`src/rtl/core/soms_pkg.sv`:
```
// ----------------------------------------------------------------------------
// soms_pkg: shared types and constants of the spiral order matrix scan
// Sizes, register indexes, walk direction codes, control structs and the
// size saturation helpers.
// ----------------------------------------------------------------------------
package soms_pkg;

    // Matrix limits and element width
    localparam int MAX_ROWS    = 8;
    localparam int MAX_COLUMNS = 8;
    localparam int DATA_WIDTH  = 32;

    // Row / column index widths
    localparam int ROW_W = (MAX_ROWS > 1) ? $clog2(MAX_ROWS) : 1;
    localparam int COL_W = (MAX_COLUMNS > 1) ? $clog2(MAX_COLUMNS) : 1;

    // Widths able to hold a count of rows, columns, elements
    localparam int ROWS_W = $clog2(MAX_ROWS + 1);
    localparam int COLS_W = $clog2(MAX_COLUMNS + 1);
    localparam int CNT_W  = $clog2(MAX_ROWS * MAX_COLUMNS + 1);

    // Element store: address is {row, column}
    localparam int ADDR_W      = ROW_W + COL_W;
    localparam int STORE_DEPTH = 2 ** ADDR_W;

    // Configuration port
    localparam int SIZE_W    = 4;
    localparam int REG_IDX_W = 2;

    typedef enum logic [REG_IDX_W-1:0] {
        REG_ROW_COUNT    = 2'd0,
        REG_COLUMN_COUNT = 2'd1
    } t_reg_idx;

    localparam logic [SIZE_W-1:0] SIZE_RESET = SIZE_W'(8);

    // Top-level sequencing
    typedef enum logic {
        ST_LOAD = 1'b0,
        ST_WALK = 1'b1
    } t_state;

    // Spiral walk direction
    typedef enum logic [1:0] {
        DIR_RIGHT = 2'd0,
        DIR_DOWN  = 2'd1,
        DIR_LEFT  = 2'd2,
        DIR_UP    = 2'd3
    } t_dir;

    // Control toward the walker
    typedef struct packed {
        logic              start;
        logic              step;
        logic [ROWS_W-1:0] rows;
        logic [COLS_W-1:0] cols;
    } t_walk_ctl;

    // Status from the walker
    typedef struct packed {
        logic [ROW_W-1:0] row;
        logic [COL_W-1:0] col;
        logic             last;
    } t_walk_stat;

    // Register value to effective row count: zero reads as 1, large saturates
    function automatic logic [ROWS_W-1:0] eff_rows(input logic [SIZE_W-1:0] v);
        logic [ROWS_W-1:0] res;
        if (v == '0) begin
            res = ROWS_W'(1);
        end else if (v > SIZE_W'(MAX_ROWS)) begin
            res = ROWS_W'(MAX_ROWS);
        end else begin
            res = ROWS_W'(v);
        end
        return res;
    endfunction

    function automatic logic [COLS_W-1:0] eff_cols(input logic [SIZE_W-1:0] v);
        logic [COLS_W-1:0] res;
        if (v == '0) begin
            res = COLS_W'(1);
        end else if (v > SIZE_W'(MAX_COLUMNS)) begin
            res = COLS_W'(MAX_COLUMNS);
        end else begin
            res = COLS_W'(v);
        end
        return res;
    endfunction

endpackage

```
`src/rtl/core/soms_if.sv`:
```
// ----------------------------------------------------------------------------
// soms_if: channel interfaces of the spiral order matrix scan
// Element input, spiral result output and configuration write channels.
// ----------------------------------------------------------------------------

// Matrix element channel
interface soms_in_if import soms_pkg::*; ();
    logic                         valid;
    logic                         ready;
    logic signed [DATA_WIDTH-1:0] element_value;

    modport source (output valid, output element_value, input ready);
    modport sink   (input valid, input element_value, output ready);
endinterface

// Spiral result channel
interface soms_out_if import soms_pkg::*; ();
    logic                         valid;
    logic                         ready;
    logic signed [DATA_WIDTH-1:0] out_value;
    logic        [ROW_W-1:0]      out_row;
    logic        [COL_W-1:0]      out_column;
    logic                         out_last;

    modport source (output valid, output out_value, output out_row,
                    output out_column, output out_last, input ready);
    modport sink   (input valid, input out_value, input out_row,
                    input out_column, input out_last, output ready);
endinterface

// Configuration write channel
interface soms_cfg_if import soms_pkg::*; ();
    logic                 valid;
    logic                 ready;
    logic [REG_IDX_W-1:0] reg_index;
    logic [SIZE_W-1:0]    reg_data;

    modport source (output valid, output reg_index, output reg_data, input ready);
    modport sink   (input valid, input reg_index, input reg_data, output ready);
endinterface

```
`src/rtl/core/soms_ram.sv`:
```
// ----------------------------------------------------------------------------
// soms_ram: generic simple dual-port RAM
// One write port, one read port with registered read data held while idle.
// ----------------------------------------------------------------------------
module soms_ram #(
    parameter  int WIDTH  = 32,
    parameter  int DEPTH  = 64,
    localparam int AW     = (DEPTH > 1) ? $clog2(DEPTH) : 1
) (
    input  logic             i_clk,
    input  logic             i_wr_en,
    input  logic [AW-1:0]    i_wr_addr,
    input  logic [WIDTH-1:0] i_wr_data,
    input  logic             i_rd_en,
    input  logic [AW-1:0]    i_rd_addr,
    output logic [WIDTH-1:0] o_rd_data
);

    logic [WIDTH-1:0] r_mem [DEPTH];
    logic [WIDTH-1:0] r_rd_data;

    always_ff @(posedge i_clk) begin
        if (i_wr_en) begin
            r_mem[i_wr_addr] <= i_wr_data;
        end
        if (i_rd_en) begin
            r_rd_data <= r_mem[i_rd_addr];
        end
    end

    assign o_rd_data = r_rd_data;

endmodule

```
`src/rtl/core/soms_walker.sv`:
```
// ----------------------------------------------------------------------------
// soms_walker: spiral address generator
// Keeps the ring bounds and the cursor; one spiral position per step.
// ----------------------------------------------------------------------------
module soms_walker import soms_pkg::*; (
    input  logic       i_clk,
    input  logic       i_rst_n,
    input  t_walk_ctl  i_ctl,
    output t_walk_stat o_stat
);

    logic [ROW_W-1:0] r_row, n_row;
    logic [COL_W-1:0] r_col, n_col;
    logic [ROW_W-1:0] r_top, n_top, r_bottom, n_bottom;
    logic [COL_W-1:0] r_left, n_left, r_right, n_right;
    t_dir             r_dir, n_dir;
    logic [CNT_W-1:0] r_remain, n_remain;

    always_comb begin
        n_row    = r_row;
        n_col    = r_col;
        n_top    = r_top;
        n_bottom = r_bottom;
        n_left   = r_left;
        n_right  = r_right;
        n_dir    = r_dir;
        n_remain = r_remain;

        if (i_ctl.start) begin
            n_row    = '0;
            n_col    = '0;
            n_top    = '0;
            n_left   = '0;
            n_bottom = ROW_W'(i_ctl.rows - 1'b1);
            n_right  = COL_W'(i_ctl.cols - 1'b1);
            n_dir    = DIR_RIGHT;
            n_remain = CNT_W'(i_ctl.rows) * CNT_W'(i_ctl.cols);
        end else if (i_ctl.step) begin
            n_remain = r_remain - 1'b1;
            // past the final element the cursor may wrap; it is never read
            unique case (r_dir)
                DIR_RIGHT: begin
                    if (r_col == r_right) begin
                        n_top = r_top + 1'b1;
                        n_dir = DIR_DOWN;
                        n_row = r_row + 1'b1;
                    end else begin
                        n_col = r_col + 1'b1;
                    end
                end
                DIR_DOWN: begin
                    if (r_row == r_bottom) begin
                        n_right = r_right - 1'b1;
                        n_dir   = DIR_LEFT;
                        n_col   = r_col - 1'b1;
                    end else begin
                        n_row = r_row + 1'b1;
                    end
                end
                DIR_LEFT: begin
                    if (r_col == r_left) begin
                        n_bottom = r_bottom - 1'b1;
                        n_dir    = DIR_UP;
                        n_row    = r_row - 1'b1;
                    end else begin
                        n_col = r_col - 1'b1;
                    end
                end
                DIR_UP: begin
                    if (r_row == r_top) begin
                        n_left = r_left + 1'b1;
                        n_dir  = DIR_RIGHT;
                        n_col  = r_col + 1'b1;
                    end else begin
                        n_row = r_row - 1'b1;
                    end
                end
                default: begin
                    n_dir = DIR_RIGHT;
                end
            endcase
        end
    end

    always_ff @(posedge i_clk) begin
        if (!i_rst_n) begin
            r_row    <= '0;
            r_col    <= '0;
            r_top    <= '0;
            r_bottom <= '0;
            r_left   <= '0;
            r_right  <= '0;
            r_dir    <= DIR_RIGHT;
            r_remain <= '0;
        end else begin
            r_row    <= n_row;
            r_col    <= n_col;
            r_top    <= n_top;
            r_bottom <= n_bottom;
            r_left   <= n_left;
            r_right  <= n_right;
            r_dir    <= n_dir;
            r_remain <= n_remain;
        end
    end

    assign o_stat.row  = r_row;
    assign o_stat.col  = r_col;
    assign o_stat.last = (r_remain == CNT_W'(1));

endmodule

```
`src/rtl/core/spiral_order_matrix_scan.sv`:
```
// ----------------------------------------------------------------------------
// spiral_order_matrix_scan: spiral order matrix scan, top level
// Loads a matrix row-major into the element store, then reads it back in
// clockwise spiral order with row, column and end-of-spiral flag.
// ----------------------------------------------------------------------------
//
//  Channel    Dir  Payload                                     Handshake
//  ---------  ---  ------------------------------------------  -----------
//  i_cfg      in   reg_index, reg_data (row / column count)    valid/ready
//  i_elem     in   element_value                               valid/ready
//  o_result   out  out_value, out_row, out_column, out_last    valid/ready
//
//  Loading writes the store once per element transaction.
//  After the last element the spiral is read out at one result per cycle
//  while o_result is ready, bound by the single read port of the store; the
//  first read follows once the walker and the state register have started.
//  i_elem.ready is low while the spiral is being read; a stalled o_result
//  holds the read data in the store's output register and pauses the walk.
//  Reset sets both size registers to 8 and empties the load position;
//  the store contents are not cleared. i_cfg is always ready.
// ----------------------------------------------------------------------------
module spiral_order_matrix_scan import soms_pkg::*; (
    input  logic        i_clk,
    input  logic        i_rst_n,
    soms_cfg_if.sink    i_cfg,
    soms_in_if.sink     i_elem,
    soms_out_if.source  o_result
);

    // Size registers and their effective values
    logic [SIZE_W-1:0] r_row_count;
    logic [SIZE_W-1:0] r_col_count;
    logic [ROWS_W-1:0] eff_r;
    logic [COLS_W-1:0] eff_c;

    // Load position, kept as row/column instead of a flat count
    logic [ROW_W-1:0]  r_ld_row, n_ld_row;
    logic [COL_W-1:0]  r_ld_col, n_ld_col;

    t_state            r_state, n_state;

    logic              cfg_wr;
    logic              cfg_size_wr;
    logic              elem_acc;
    logic              ld_last_col;
    logic              ld_last;
    logic              in_ready;
    logic              walking;
    logic              issue;

    // Output stage: value sits in the store's read register
    logic              r_out_valid;
    logic [ROW_W-1:0]  r_out_row;
    logic [COL_W-1:0]  r_out_col;
    logic              r_out_last;
    logic [DATA_WIDTH-1:0] rd_data;

    t_walk_ctl         walk_ctl;
    t_walk_stat        walk_stat;

    assign eff_r = eff_rows(r_row_count);
    assign eff_c = eff_cols(r_col_count);

    // ---- configuration ----
    assign i_cfg.ready = 1'b1;
    assign cfg_wr      = i_cfg.valid;

    always_comb begin
        cfg_size_wr = 1'b0;
        unique case (i_cfg.reg_index)
            REG_ROW_COUNT:    cfg_size_wr = cfg_wr;
            REG_COLUMN_COUNT: cfg_size_wr = cfg_wr;
            default:          cfg_size_wr = 1'b0;
        endcase
    end

    always_ff @(posedge i_clk) begin
        if (!i_rst_n) begin
            r_row_count <= SIZE_RESET;
            r_col_count <= SIZE_RESET;
        end else if (cfg_wr) begin
            unique case (i_cfg.reg_index)
                REG_ROW_COUNT:    r_row_count <= i_cfg.reg_data;
                REG_COLUMN_COUNT: r_col_count <= i_cfg.reg_data;
                default: begin
                end
            endcase
        end
    end

    // ---- load side ----
    assign elem_acc    = i_elem.valid && in_ready;
    assign ld_last_col = (r_ld_col == COL_W'(eff_c - 1'b1));
    assign ld_last     = ld_last_col && (r_ld_row == ROW_W'(eff_r - 1'b1));

    always_comb begin
        n_ld_row = r_ld_row;
        n_ld_col = r_ld_col;
        if (cfg_size_wr) begin
            // a size change drops any partly loaded matrix
            n_ld_row = '0;
            n_ld_col = '0;
        end else if (elem_acc) begin
            if (ld_last) begin
                n_ld_row = '0;
                n_ld_col = '0;
            end else if (ld_last_col) begin
                n_ld_row = r_ld_row + 1'b1;
                n_ld_col = '0;
            end else begin
                n_ld_col = r_ld_col + 1'b1;
            end
        end
    end

    always_ff @(posedge i_clk) begin
        if (!i_rst_n) begin
            r_ld_row <= '0;
            r_ld_col <= '0;
        end else begin
            r_ld_row <= n_ld_row;
            r_ld_col <= n_ld_col;
        end
    end

    // ---- sequencing: next state ----
    always_comb begin
        n_state = r_state;
        unique case (r_state)
            ST_LOAD: begin
                if (elem_acc && ld_last) begin
                    n_state = ST_WALK;
                end
            end
            ST_WALK: begin
                if (issue && walk_stat.last) begin
                    n_state = ST_LOAD;
                end
            end
            default: n_state = ST_LOAD;
        endcase
    end

    // ---- sequencing: outputs ----
    always_comb begin
        in_ready = 1'b0;
        walking  = 1'b0;
        unique case (r_state)
            ST_LOAD: in_ready = 1'b1;
            ST_WALK: walking  = 1'b1;
            default: begin
                in_ready = 1'b0;
                walking  = 1'b0;
            end
        endcase
    end

    always_ff @(posedge i_clk) begin
        if (!i_rst_n) begin
            r_state <= ST_LOAD;
        end else begin
            r_state <= n_state;
        end
    end

    assign i_elem.ready = in_ready;

    // read the next spiral position whenever the output slot is free or drains
    assign issue = walking && (!r_out_valid || o_result.ready);

    assign walk_ctl.start = elem_acc && ld_last;
    assign walk_ctl.step  = issue;
    assign walk_ctl.rows  = eff_r;
    assign walk_ctl.cols  = eff_c;

    soms_walker u_walker (
        .i_clk   (i_clk),
        .i_rst_n (i_rst_n),
        .i_ctl   (walk_ctl),
        .o_stat  (walk_stat)
    );

    soms_ram #(
        .WIDTH (DATA_WIDTH),
        .DEPTH (STORE_DEPTH)
    ) u_store (
        .i_clk     (i_clk),
        .i_wr_en   (elem_acc),
        .i_wr_addr ({r_ld_row, r_ld_col}),
        .i_wr_data (i_elem.element_value),
        .i_rd_en   (issue),
        .i_rd_addr ({walk_stat.row, walk_stat.col}),
        .o_rd_data (rd_data)
    );

    // ---- result stage ----
    always_ff @(posedge i_clk) begin
        if (!i_rst_n) begin
            r_out_valid <= 1'b0;
        end else if (issue) begin
            r_out_valid <= 1'b1;
        end else if (o_result.ready) begin
            r_out_valid <= 1'b0;
        end
    end

    always_ff @(posedge i_clk) begin
        if (issue) begin
            r_out_row  <= walk_stat.row;
            r_out_col  <= walk_stat.col;
            r_out_last <= walk_stat.last;
        end
    end

    assign o_result.valid      = r_out_valid;
    assign o_result.out_value  = $signed(rd_data);
    assign o_result.out_row    = r_out_row;
    assign o_result.out_column = r_out_col;
    assign o_result.out_last   = r_out_last;

endmodule

```
`src/flat_wrapper.sv`:
```
// flat-port wrapper written by rule: the top's interface ports become plain ports
module spiral_order_matrix_scan_flat import soms_pkg::*;
  (i_clk, i_rst_n, i_cfg_valid, i_cfg_reg_index, i_cfg_reg_data, i_cfg_ready, i_elem_valid, i_elem_element_value, i_elem_ready, o_result_valid, o_result_out_value, o_result_out_row, o_result_out_column, o_result_out_last, o_result_ready);
  soms_cfg_if i_cfg_i ();
  soms_in_if i_elem_i ();
  soms_out_if o_result_i ();
  input  logic i_clk;
  input  logic i_rst_n;
  input wire logic [$bits(i_cfg_i.valid)-1:0] i_cfg_valid;
  input wire logic [$bits(i_cfg_i.reg_index)-1:0] i_cfg_reg_index;
  input wire logic [$bits(i_cfg_i.reg_data)-1:0] i_cfg_reg_data;
  output wire logic [$bits(i_cfg_i.ready)-1:0] i_cfg_ready;
  input wire logic [$bits(i_elem_i.valid)-1:0] i_elem_valid;
  input wire logic [$bits(i_elem_i.element_value)-1:0] i_elem_element_value;
  output wire logic [$bits(i_elem_i.ready)-1:0] i_elem_ready;
  output wire logic [$bits(o_result_i.valid)-1:0] o_result_valid;
  output wire logic [$bits(o_result_i.out_value)-1:0] o_result_out_value;
  output wire logic [$bits(o_result_i.out_row)-1:0] o_result_out_row;
  output wire logic [$bits(o_result_i.out_column)-1:0] o_result_out_column;
  output wire logic [$bits(o_result_i.out_last)-1:0] o_result_out_last;
  input wire logic [$bits(o_result_i.ready)-1:0] o_result_ready;
  assign i_cfg_i.valid = i_cfg_valid;
  assign i_cfg_i.reg_index = i_cfg_reg_index;
  assign i_cfg_i.reg_data = i_cfg_reg_data;
  assign i_cfg_ready = i_cfg_i.ready;
  assign i_elem_i.valid = i_elem_valid;
  assign i_elem_i.element_value = i_elem_element_value;
  assign i_elem_ready = i_elem_i.ready;
  assign o_result_valid = o_result_i.valid;
  assign o_result_out_value = o_result_i.out_value;
  assign o_result_out_row = o_result_i.out_row;
  assign o_result_out_column = o_result_i.out_column;
  assign o_result_out_last = o_result_i.out_last;
  assign o_result_i.ready = o_result_ready;
  spiral_order_matrix_scan u_core (.i_clk(i_clk), .i_rst_n(i_rst_n), .i_cfg(i_cfg_i), .i_elem(i_elem_i), .o_result(o_result_i));
endmodule
```
`config.mk`:
```
export PLATFORM = sky130hd
export DESIGN_NAME = spiral_order_matrix_scan_flat
export DESIGN_NICKNAME = d
export VERILOG_FILES = /design/src/rtl/core/soms_pkg.sv /design/src/rtl/core/soms_if.sv /design/src/rtl/core/soms_ram.sv /design/src/rtl/core/soms_walker.sv /design/src/rtl/core/spiral_order_matrix_scan.sv /design/src/flat_wrapper.sv
export SDC_FILE = /design/constraint.sdc
export NUM_CORES = 2
export LEC_CHECK = 0
export BUFFER_PORTS_ARGS = -buffer_cell sky130_fd_sc_hd__buf_4
export CAP_MARGIN = 5
export CORE_MARGIN = 4
export CORE_UTILIZATION = 37
export DETAILED_ROUTE_END_ITERATION = 10
export PLACE_DENSITY_LB_ADDON = 0.1
export SYNTH_ARGS = -nofsm -noshare
export SYNTH_HDL_FRONTEND = slang
export SYNTH_SLANG_ARGS = --single-unit
export TNS_END_PERCENT = 20
```
`constraint.sdc`:
```
create_clock -name i_clk -period 8.9 [get_ports i_clk]
set_input_delay 0.89 -clock i_clk [delete_from_list [all_inputs] [get_ports i_clk]]
set_output_delay 0.89 -clock i_clk [all_outputs]
set_load 0.005 [all_outputs]
```
==> metrics.md <==
| Metric | Value |
|---|---|
| Post-Place Cell Area | `between 80,000 and 90,000 sq um` |
| Syn Inst Count | `3,673` |
| DPL Wire Length | `~130 mm` |
| M1 GR Usage | `29.5%` |
| Netlist cell types | `58` |
| Die area | `229,000 sq um` |
| CP Data Arrival Time | `4.82 ns` |
| Post-synth EDFFs | `2,087` |
| R2R setup slack | `4.63 ns` |
| Synth top cells by count | `2,087 x edfxtp_1, 513 x mux4_2, 114 x mux2i_1` |
| Layout Skew | `~0.066 ns` |
| Root Buffer | `clkbuf_16` |
| Synth area leader | `edfxtp_1` |
| RSZ-0062 raised after global routing | `false` |
| Synth top area share | `76.4%` |
| Layout cells sized above 1 | `between 20% and 30%` |
| Warnings, synthesis | `0` |
| Post-Synthesis Cell Area | `82,000 sq um` |
| Async SR Flop Fraction | `0%` |
| Avg WL per Cell | `34.3 um` |
| Synth Register Bits | `approximately 2,100` |
| Mean Syn Cell Area | `about 22 sq um` |
| Leak | `approximately 28 nW` |
| Nets | `3,970` |
| Max Cap Viol | `0` |
| DR DRC count | `0` |
| Reg clk slew, reported paths | `0.06 ns` |
| Standard-cell rows | `approximately 170` |
| Initial antenna violation count | `16` |
| DRT Pass-1 Iters | `5` |
| Crit Path Category | `reg -> reg` |
| Fin crit period | `4.27 ns` |
| GR met3 Demand/Resource | `4.15%` |
| Core footprint | `220,000 sq um` |
| Placer's final routability congestion estimate | `about 0.75` |
| Design Area, Final | `roughly 94,000 sq um` |
| Placement Setup Slack | `4.59 ns` |
| Clock Path Buffers | `3` |
| Max Slew Vio Count | `0` |
| Height of the die | `479 um` |
| Hold Vio Cnt, Final | `0` |
| Crit. End Element | `flop` |
| DR vias | `approximately 40,000` |
| Crit start category | `flop` |
| Io pins | `85` |
| Power, Total | `20.1 mW` |
| Mapped Nets | `around 3,700` |
| Final TNS setup | `0 ns` |
| Sequential fraction of the synthesis area | `77.5%` |
| F_max | `~230 MHz` |
| Crit-path max FO | `86` |
| Main area contributors after synthesis | `edfxtp_1 76%, mux4_2 14%, mux2i_1 1.4%` |
| CTS tree | `done` |
| Vias/cell | `~5.6` |
| Cell Pwr Density | `215 nW/um^2` |
| GRT busiest layer | `met2` |
| Post-route ant nets | `0` |
| Die width | `about 480 um` |
| GRT Total Usage | `20.9%` |
| Dominant synthesized flop cell | `edfxtp_1` |
| Relative slew slack | `a little under a quarter` |
| Area growth, synth to finish | `14.2%` |
| Post-CTS Hold Buffers | `0` |
| WHS | `0.333 ns` |
| Fin cells | `7,051` |
| Final period utilization | `48.0%` |
| Final critical-path setup slack | `around 4.6 ns` |
| PortBufs | `83` |
| Starting Density | `around 37%` |
| # resized after CTS | `0` |
| Status | `completed` |
| Post-Route WL | `242 mm` |
| CTS sink count | `2,130` |
| Initial DRC Count | `4,080` |
| GR Util met2 | `33.5%` |
| Grt ovf | `0` |
| Util after Layout | `a little over two fifths` |
| First-pass GRT wire length | `332 mm` |
| Inst Count DP | `6,631` |
| Inserted Clock Buffers | `about 220` |
| Type of the tightest min-delay check | `in -> reg` |
| Worst VDD drop | `about 190 uV` |
| Worst-margin pin slew | `1.13 ns` |
| Largest net degree at the start of global routing | `about 110` |
| Worst path required time | `9.45 ns` |
| Number of global-route vias before repair | `roughly 40,000` |
| Post-CTS Setup Repair Bufs | `0` |
| Htree depth | `4` |
| Most common cell in the netlist | `edfxtp_1` |
| Worst skew pair latency | `0.87 ns` |
| Final setup viols | `0` |
## kinds of logic after synthesis
logic type | synth area share, %
DFF | 77.5
muxes | 15.5
AOI/OAI and AO/OA | 2.92
and+or+nand+nor | 1.70
buffers and inverters | 1.40
xor gates and xnor gates | 0.459
adders and majority gates | 0.528
other | 0.00457
## area by class of cell
type,instances,area [sq um]
repair buffers,202,1630
fillers,19132,126000
multi-input cells,1315,17800
diodes,13,32.5
flip-flops and latches,2130,63500
clock inverters,128,1040
inverters,26,98.8
well taps,2958,3700
clock buffers,279,5750
## power breakdown
| group | total [mW] | internal [mW] | switching (mW) | leakage, nW |
|---|---|---|---|---|
| logic | 0.307 | 0.0516 | 0.256 | 5.28 |
| registers | 11.0 | 11.0 | 0.00880 | 19.1 |
| clock network | 8.76 | 4.84 | 3.92 | 3.30 |
## placed cells by master, fill, tap and decap left out, types with 6 or more instances in the layout
cell type,count
a211oi_1,7
or3_1,13
nor2_4,65
mux2i_1,114
nor2_1,27
a311oi_1,30
nand3b_1,8
xor2_1,11
a22oi_1,79
buf_12,9
buf_4,193
nor3_2,6
a21oi_1,90
xnor2_1,25
clkbuf_16,221
nand4_1,8
ha_1,25
clkbuf_1,58
dfxtp_1,38
nor2b_1,17
o221ai_1,31
o21ai_0,12
a22o_1,58
clkinv_2,40
nand3_1,35
edfxtp_1,2087
fa_1,6
mux4_2,513
bufinv_16,9
nand2b_1,8
nor3_1,33
diode_2,13
clkinv_1,61
nand2_1,38
inv_1,24
## final timing paths
kind | endpoint | depth (start not counted) | start
worst max-delay path | u_core.u_store.o_rd_data[22]$_DFFE_PP_ | 6 | u_core.u_walker.r_col[0]$_SDFFE_PP0P_
worst min-delay path | u_core.r_col_count[3]$_SDFFE_PN1P_ | 2 | i_rst_n
worst max register to register | u_core.u_store.o_rd_data[22]$_DFFE_PP_ | 6 | u_core.u_walker.r_col[0]$_SDFFE_PP0P_
worst min register to register | u_core.r_col_count[0]$_SDFFE_PN0P_ | 2 | u_core.r_col_count[0]$_SDFFE_PN0P_
## registers in the layout, summed over array words and instances (netlist names), 2 cells and up
name                        cells
u_core.u_walker.r_row           3
u_core.r_col_count              4
u_core.u_store.o_rd_data       32
u_core.u_walker.r_remain        7
u_core.u_walker.r_top           3
u_core.r_row_count              4
u_core.r_ld_col                 3
u_core.u_walker.r_bottom        3
u_core.u_walker.r_col           3
u_core.u_walker.r_right         3
u_core.u_walker.r_left          3
u_core.o_result.out_row         3
u_core.u_store.r_mem         2048
u_core.o_result.out_column      3
u_core.r_ld_row                 3
u_core.u_walker.r_dir           2
## critical path, stage by stage, from the launching register on
cell and delay (ns):
dfxtp_4 0.76, buf_4 0.63, buf_12 0.56, mux4_2 0.59, a22o_1 0.25, nor3_1 0.90
a311oi_1 0.12
## metal layers
metal	vias up	wire length, um
met5	-	12
met4	2	6040
met3	313	16100
met2	1258	116000
met1	21820	104000
li1	16119	-
(Power assumes the default switching activity.)
